[src/sv/nccls_pkg.sv]
// nccls_pkg: shared constants, microcode types and the sequencer program
// for the nearest-codeword classifier
// no dependencies
`default_nettype none

package nccls_pkg;

    localparam int NUM_ENTRIES_DEF = 256;
    localparam int VECTOR_LEN_DEF  = 13;
    localparam int VALUE_BITS_DEF  = 20;

    localparam int CFG_BITS       = 9;
    localparam int ENTRY_IDX_BITS = 8;
    localparam int ELEM_IDX_BITS  = 4;
    localparam int LABEL_BITS     = 8;
    localparam int DIST_BITS      = 44;

    typedef enum logic [2:0] {
        ST_IDLE  = 3'd0,
        ST_INIT  = 3'd1,
        ST_ISSUE = 3'd2,
        ST_DRAIN = 3'd3,
        ST_PUT   = 3'd4
    } step_t;

    typedef enum logic [2:0] {
        COND_ALWAYS     = 3'd0,
        COND_START      = 3'd1,
        COND_EMPTY      = 3'd2,
        COND_SCAN_DONE  = 3'd3,
        COND_PIPE_EMPTY = 3'd4,
        COND_OUT_FREE   = 3'd5
    } cond_t;

    typedef struct packed {
        cond_t cond;
        step_t tgt_true;
        step_t tgt_false;
        logic  accept;
        logic  init;
        logic  issue;
        logic  load_out;
    } ucode_t;

    typedef struct packed {
        logic accept;
        logic init;
        logic issue;
        logic load_out;
    } seq_ctrl_t;

    typedef struct packed {
        logic start;
        logic empty;
        logic scan_done;
        logic pipe_empty;
        logic out_free;
    } seq_stat_t;

    // control store
    function automatic ucode_t ucode_rom(input step_t step);
        ucode_t w;
        w = '{cond: COND_ALWAYS, tgt_true: ST_IDLE, tgt_false: ST_IDLE,
              accept: 1'b0, init: 1'b0, issue: 1'b0, load_out: 1'b0};
        unique case (step)
            ST_IDLE: begin
                w.cond      = COND_START;
                w.tgt_true  = ST_INIT;
                w.tgt_false = ST_IDLE;
                w.accept    = 1'b1;
            end
            ST_INIT: begin
                w.cond      = COND_EMPTY;
                w.tgt_true  = ST_PUT;
                w.tgt_false = ST_ISSUE;
                w.init      = 1'b1;
            end
            ST_ISSUE: begin
                w.cond      = COND_SCAN_DONE;
                w.tgt_true  = ST_DRAIN;
                w.tgt_false = ST_ISSUE;
                w.issue     = 1'b1;
            end
            ST_DRAIN: begin
                w.cond      = COND_PIPE_EMPTY;
                w.tgt_true  = ST_PUT;
                w.tgt_false = ST_DRAIN;
            end
            ST_PUT: begin
                w.cond      = COND_OUT_FREE;
                w.tgt_true  = ST_IDLE;
                w.tgt_false = ST_PUT;
                w.load_out  = 1'b1;
            end
            default: begin
                w.cond      = COND_ALWAYS;
                w.tgt_true  = ST_IDLE;
                w.tgt_false = ST_IDLE;
            end
        endcase
        return w;
    endfunction

endpackage

`default_nettype wire

[src/sv/nccls_seq.sv]
// nccls_seq: microcode sequencer, step register plus control store lookup
// depends on nccls_pkg
`default_nettype none

module nccls_seq
    import nccls_pkg::*;
(
    input  wire logic      aclk,
    input  wire logic      aresetn,
    input  wire seq_stat_t stat,
    output seq_ctrl_t      ctrl
);

    step_t  step_reg;
    step_t  step_next;
    ucode_t uw;
    logic   cond_ok;

    always_comb begin
        uw = ucode_rom(step_reg);
    end

    always_comb begin
        unique case (uw.cond)
            COND_ALWAYS:     cond_ok = 1'b1;
            COND_START:      cond_ok = stat.start;
            COND_EMPTY:      cond_ok = stat.empty;
            COND_SCAN_DONE:  cond_ok = stat.scan_done;
            COND_PIPE_EMPTY: cond_ok = stat.pipe_empty;
            COND_OUT_FREE:   cond_ok = stat.out_free;
            default:         cond_ok = 1'b0;
        endcase
    end

    // next step
    always_comb begin
        step_next = cond_ok ? uw.tgt_true : uw.tgt_false;
    end

    // control word outputs
    always_comb begin
        ctrl.accept   = uw.accept;
        ctrl.init     = uw.init;
        ctrl.issue    = uw.issue;
        ctrl.load_out = uw.load_out & cond_ok;
    end

    always_ff @(posedge aclk) begin
        if (!aresetn) begin
            step_reg <= ST_IDLE;
        end else begin
            step_reg <= step_next;
        end
    end

endmodule

`default_nettype wire

[config.mk]
export PLATFORM = sky130hd
export DESIGN_NAME = nccls_seq
export DESIGN_NICKNAME = d
export VERILOG_FILES = /design/src/sv/nccls_pkg.sv /design/src/sv/nccls_seq.sv
export SDC_FILE = /design/constraint.sdc
export NUM_CORES = 1
export LEC_CHECK = 0
export BUFFER_PORTS_ARGS = -buffer_cell sky130_fd_sc_hd__buf_2
export CAP_MARGIN = 20
export CORE_AREA = 2 2 39 41
export DETAILED_ROUTE_END_ITERATION = 7
export DIE_AREA = 0 0 41 43
export HOLD_SLACK_MARGIN = 0.08
export PLACE_DENSITY_LB_ADDON = 0.1
export RECOVER_POWER = 50
export SYNTH_ARGS = -nofsm -noshare
export SYNTH_HDL_FRONTEND = slang
export SYNTH_SLANG_ARGS = --single-unit
[constraint.sdc]
create_clock -name aclk -period 1.95 [get_ports aclk]
set_input_delay 0.39 -clock aclk [delete_from_list [all_inputs] [get_ports aclk]]
set_output_delay 0.39 -clock aclk [all_outputs]
set_load 0.01 [all_outputs]
Yosys cells after proc, flatten, opt, wreduce, memory -nomap -nowiden
Index checks and enable logic that the tools add are counted.
{ "totals": {"ff_bits": 3, "latch_bits": 0, "mem_bits_rw": 0, "rom_bits": 0, "inputBits": 7, "output_inout_bits": 4, "n_memories": 0} }
{ "op_classes": {"n_addsub": 0, "multipliers": 0, "div_mod_pow": 0, "n_lt_le_gt_ge": 0, "n_eq_ne": 9, "n_shift": 0, "n_mux": 7, "n_bitwise": 1, "reduce_logical": 2} }
{ "ops": {"columns": ["operator", "count"], "rows": [
  ["9-bit case mux with 5 select lines", 1],
  ["3-bit by 2-bit equality test with 1-bit output, second input constant", 4],
  ["3-bit equality test, second input constant", 3],
  ["3-bit by 1-bit equality test with 1-bit output, second input constant", 2],
  ["3-bit zero test", 2],
  ["1-bit case mux with 6 select lines", 1],
  ["1-bit 2-to-1 mux", 4],
  ["3-bit 2-to-1 mux", 1],
  ["1-bit AND", 1]
]} }

Longest topological paths before layout
Gate-level depths: netlist (run 1).
{ "logic_depth": {"ltp_word": 5, "mapped_depth": 4, "mapped_depth_nobuf": 3} }

Worst setup path before layout (run 1)
No wires, ideal clock.
{ "synth_path": {"kind": "reg2out", "from": "register step_reg[0]", "to": "output port ctrl[2] (netlist name)", "arrival_time_ns": 0.791, "required_ns": 1.560, "setup_slack_ns": 0.769, "path_stages_with_launch": 3, "path_buffers": 1, "path_cell_list": "dfxtp_1 -> buf_2 -> nor3b_1"} }
{ "synth_rtl": {"columns": ["element", "line", "text"], "rows": [
  ["from (decl)", "nccls_seq.sv:14", "step_t step_reg;"],
  ["from (signal assigned)", "nccls_seq.sv:52", "step_reg <= step_next;"],
  ["to (decl)", "nccls_seq.sv:11", "output seq_ctrl_t ctrl"]
]} }

==> results.cfg, run 1 <==
[run_status]
run_status = finished, final reports clean

[grt]
globalRouteOverflowTotal = 0
track_usage_pct = 7.62
first_global_vias = 200
grt_first_pass_wirelength_um = 862
antenna_found_initial = 0
grt_max_degree = 12

[worst_setup_path]
start_kind = flop
slowest_stage = dfxtp_1
cp_num_cells = 3
r2r_cells = 3
critPathBufInv = 1
path_max_fanout = 9
worst-setup-path-type = reg -> out
cp_data_required_time_ps = 1560
crit_family = flip-flops
crit_chain = nor2_1 > and3_2 > buf_2
slowest_delay_ps = 470
arrival_ps = 1150
endpoint_kind = primary output

[synthesis]
syn_avg_cell_area_um2 = 7.98
synth.area.top_cells = dfxtp_1 31%, a21oi_1 7.8%, nor3b_1 7.8%
synth.distinct_cells = 17
synth_top_area_share_pct = 31.4
synth_ff_type = dfxtp_1
synth_common_cells = 3 x a21oi_1, 3 x dfxtp_1, 2 x buf_2, 2 x nor2b_1, 2 x nor3b_1
ys_async_sr_fraction_pct = 0
syn-num-nets = 31
yosysTopAreaCell = dfxtp_1
netlist_area_um2 = 191
ys_seq_elements = 3
synth_enable_flop_cells = 0
synthCells = 24
yosys_warnings = 0
yosysSeqAreaShare_pct = 31.4

[die]
pin_count = 11
fp-row-count = 14
die_x_um = 41
initial_utilization_pct = 13.8
dieArea_mm2 = 0.00176
core_mm2 = 0.00138
die_h_um = 43

[power]
comb_power_share_pct = 16.0
power_density_mw_per_mm2 = 782
clkPwrFrac_pct = 49.5
ir_worst_vdd_uv = 156
p_switching_mw = 0.0561
seqPwrFrac_pct = 34.5
cell_internal_pwr_mw = 0.161
p_sw_share_pct = 25.8
p_leak_nw = 0.127

[routing]
firstDrtPassIters = 4
wl_per_cell_um = 9.85
vias = 204
detail_route.vias_per_cell = 3.92
first_iter_violations = 5
routed_wl_um = 512
ant_nets = 0
drc = 0

[placed_design]
routabilityCongestion = 0.701
io_buffers = 10
place_ws_ps = 652
placed_area_um2 = 251

[timing]
fin_skew_ps = 1.65
rsz0062_at_grt = no
fmaxAchievable_mhz = 651
fin_tns_setup_ps = 0
slew_violations = 0
layout_min_cycle_time_ps = 1540
finalCritPeriodShare_pct = 78.8
setup-violations-final = 0
tightestPinTransition_ps = 302
maxSlewHeadroom_pct = 79.8
setup_ws_ps = 413
hold_viol_final = 0

[layout]
drive_above_1_share_pct = 41.7
nets = 44
n_antenna_cell = 0
largest_register_ff_count = 3
final_util_pct = 20.1
areaGrowthSynthToFinish_pct = 45.1
fin_area_um2 = 278

[clocking]
post_cts_resized = 0
clock_latency_ps = 230
cts_buffers = 3
cts_sinks = 3
clockBufferDepth = 2
clk_pin_slew_worst_paths_ps = 40
postCtsSetupBuffers = 0
clock-root-buffer = clkbuf_4
hold_buffers = 0
h-tree-depth = 1
cts_tree = built

[flow_run]
drv_cap = 0

[worst_hold_path]
holdPathStages = 2
hp-class = in -> reg
kinds of logic after synthesis:
| family | synth area share (%) |
|---|---|
| simple gates | 42.5 |
| compound gates | 19.0 |
| flops | 31.4 |
| buf+inv | 7.19 |
per-layer routing:
layer  routed length, um  global-route usage, %
met5                   0                      0
met3                  46                   3.14
met4                   7                   8.00
met2                 180                   6.56
met1                 277                   11.9
layout by cell type (no fill, tap or decap), types with 2 or more instances in the layout:
cell and count:
nor3b_1 2, dfxtp_1 3, buf_2 10, clkbuf_4 3
nor2b_1 2, a21oi_1 3
stage by stage:
stage	power (mW)	hold WS, ps	cells
2_1_floorplan	0.0952	508	24
3_3_place_gp	0.111	602	48
3_5_place_dp	0.111	600	48
4_1_cts	0.222	391	52
5_1_grt	0.234	401	52
6_report	0.217	392	52
final timing paths:
| kind | endpoint | from | slack [ps] |
|---|---|---|---|
| worst max register to register | step_reg[2] | step_reg[2] | 760 |
| worst max-delay path | ctrl[0] | step_reg[1] | 410 |
| worst min-delay path | step_reg[2] | aresetn | 390 |
| worst min register to register | step_reg[0] | step_reg[1] | 610 |
cell type report:
class / count / area [um2]
Clock buffer: 4 / 26.3
Fill cell: 164 / 1110
Inverter: 1 / 3.75
Multi-Input combinational cell: 18 / 118
Sequential cell: 3 / 60.1
Tap cell: 16 / 20.0
Timing Repair Buffer: 10 / 50.0
worst reg2reg max path: cells and delay by family (launching register included):
family | cells | cell delay, ps
DFF | 1 | 430
and+or+nand+nor | 1 | 370
AOI/OAI and AO/OA | 2 | 330
power by group through the flow:
stage | registers, mW | logic (mW) | clock network (mW)
6_report | 0.0749 | 0.0347 | 0.108
3_3_place_gp | 0.0756 | 0.0350 | 0
5_1_grt | 0.0762 | 0.0388 | 0.119
3_5_place_dp | 0.0759 | 0.0351 | 0
4_1_cts | 0.0749 | 0.0353 | 0.112
2_1_floorplan | 0.0685 | 0.0266 | 0
Power figures use the tool's default switching activity.
==> run 2, diff against run 1 <==
Settings changed: ABC_AREA from default to 1.
Clock period 1.95 ns to 1.2 ns, I/O delays scaled along.
==> results.cfg, run 2 <==
[timing]
rsz0062_at_grt = yes
hold_viol_final = 0
fin_skew_ps = 1.14
layout_min_cycle_time_ps = 1250
fmaxAchievable_mhz = 803
fin_tns_setup_ps = -110
setup-violations-final = 4
finalCritPeriodShare_pct = 104
setup_ws_ps = -45.9
whs_ps = 267
tightestPinTransition_ps = 146
slew_violations = 0
maxSlewHeadroom_pct = 90.2

[placed_design]
io_buffers = 10
dp_hpwl_um = 492
placed_area_um2 = 338
routabilityCongestion = 0.608

[grt]
grt_max_degree = 7
globalRouteOverflowTotal = 0
track_usage_pct = 8.82
grt_first_pass_wirelength_um = 993
first_global_vias = 262
antenna_found_initial = 0

[worst_setup_path]
path_max_fanout = 5
r2r_cells = 9
start_kind = flop
rr_endpoint = step_reg[2]
arrival_ps = 1010
endpoint_kind = primary output
r2r_slack_ps = 0
crit_path_end = ctrl[3]
crit_path_start = step_reg[0]
worst-setup-path-type = reg -> out
timing.rr.start = step_reg[0]
cp_data_required_time_ps = 960

[layout]
nets = 65
final_cell_mix = 10 x buf_2, 7 x nor2_1, 7 x buf_4, 4 x nand2_2
layout_commonest_cell = buf_2
n_antenna_cell = 0
drive_above_1_share_pct = 63.2
largest_register_ff_count = 3
areaGrowthSynthToFinish_pct = 73.1
fin_area_um2 = 418

[die]
die_x_um = 41
die_h_um = 43
fp-row-count = 14
dieArea_mm2 = 0.00176
core_mm2 = 0.00138
initial_utilization_pct = 17.5
pin_count = 11

[clocking]
clock-root-buffer = clkbuf_4
clock_latency_ps = 230
cts_tree = built
h-tree-depth = 1
clk_pin_slew_worst_paths_ps = 40
cts_sinks = 3
cts_buffers = 3
clockBufferDepth = 2
hold_buffers = 0

[routing]
drc = 0
wl_per_cell_um = 8.48
first_iter_violations = 2
routed_wl_um = 619
wl_met2_um = 285
ant_nets = 0
detail_route.vias_per_cell = 3.89
vias = 284
top_layer = met3
firstDrtPassIters = 2
drt-met1-wl_um = 281
wl_met3_um = 53

[power]
clkPwrFrac_pct = 18.1
p_leak_nw = 0.211
cell_internal_pwr_mw = 0.566
power_density_mw_per_mm2 = 2350
seqPwrFrac_pct = 21.9
p_switching_mw = 0.416
comb_power_share_pct = 60.0
p_sw_share_pct = 42.4
ir_worst_vdd_uv = 767

[synthesis]
synthCells = 36
synth.distinct_cells = 14
syn-num-nets = 43
synth_ff_type = dfxtp_1
synth.area.top_cells = dfxtp_1 25%, nor2_1 11%, nor2_4 9.3%
synth_enable_flop_cells = 0
syn_avg_cell_area_um2 = 6.71
synth.most_common_cell = nor2_1
synth_top_area_share_pct = 24.9
ys_seq_elements = 3
netlist_area_um2 = 241
synth_common_cells = 7 x nor2_1, 4 x nand2_1
ys_async_sr_fraction_pct = 0
yosysTopAreaCell = dfxtp_1
yosys_warnings = 0
yosysSeqAreaShare_pct = 24.9

[run_status]
run_status = finished, violations left
violations = negative setup slack

[flow_run]
drv_cap = 0

[worst_hold_path]
hp-class = in -> reg
-- run 2: critical path: stages, from the launching register on --
cell,delay (ps)
dfxtp_4,360
nor2_4,140
inv_1,70
nor2_1,70
buf_2,130
-- run 2: worst min-delay path by stage --
stage                  from     endpoint  slack [ps]  depth (start not counted)
finish              aresetn  step_reg[2]         270                          3
CTS                 aresetn  step_reg[2]         260                          3
global placement    aresetn  step_reg[2]         520                          3
global route        aresetn  step_reg[2]         270                          3
detailed placement  aresetn  step_reg[2]         520                          3
floorplan           aresetn  step_reg[2]         360                          2
-- run 2: timing repair --
item | in CTS | in global routing
pin swaps | 1 | 0
buffers inserted | 2 | 1
setup endpoints to repair | 4 | 6
resized for setup | 9 | 1
-- run 2: cells by family (layout without fill, tap and decap cells) --
logic type	Yosys count	after routing	share of synthesized area, %
simple gates	26	26	60.6
buf+inv	6	27	12.4
flops	3	3	24.9
compound gates	1	1	2.07
-- run 2: power by group through the flow --
stage / logic [mW] / clock network [mW] / registers (mW)
3_3_place_gp: 0.502 / 0 / 0.182
4_1_cts: 0.573 / 0.191 / 0.210
6_report: 0.589 / 0.178 / 0.215
2_1_floorplan: 0.345 / 0 / 0.172
5_1_grt: 0.656 / 0.200 / 0.225
3_5_place_dp: 0.488 / 0 / 0.183
-- run 2: final cells by class --
type / instances / area [um2]
Multi-Input combinational cell: 27 / 170
Inverter: 5 / 18.8
Tap cell: 16 / 20.0
Clock buffer: 4 / 26.3
Fill cell: 162 / 966
Sequential cell: 3 / 68.8
Timing Repair Buffer: 18 / 114
-- run 2: per-stage QoR --
| step | instances | worst slack (ps) | util, % | total power [mW] |
|---|---|---|---|---|
| 2_1_floorplan | 36 | 155 | - | 0.517 |
| 3_3_place_gp | 66 | -18.2 | 24.4 | 0.684 |
| 3_5_place_dp | 66 | 13.8 | 24.4 | 0.671 |
| 4_1_cts | 72 | -61.1 | 29.2 | 0.975 |
| 5_1_grt | 73 | -127 | 30.2 | 1.08 |
| 6_report | 73 | -45.9 | 30.2 | 0.982 |
-- run 2: per-layer routing --
| layer | global-route usage [%] | up-vias |
|---|---|---|
| li1 | - | 157 |
| met1 | 10.9 | 117 |
| met2 | 11.3 | 10 |
| met3 | 7.85 | 0 |
| met4 | 2.00 | 0 |
| met5 | 0 | - |
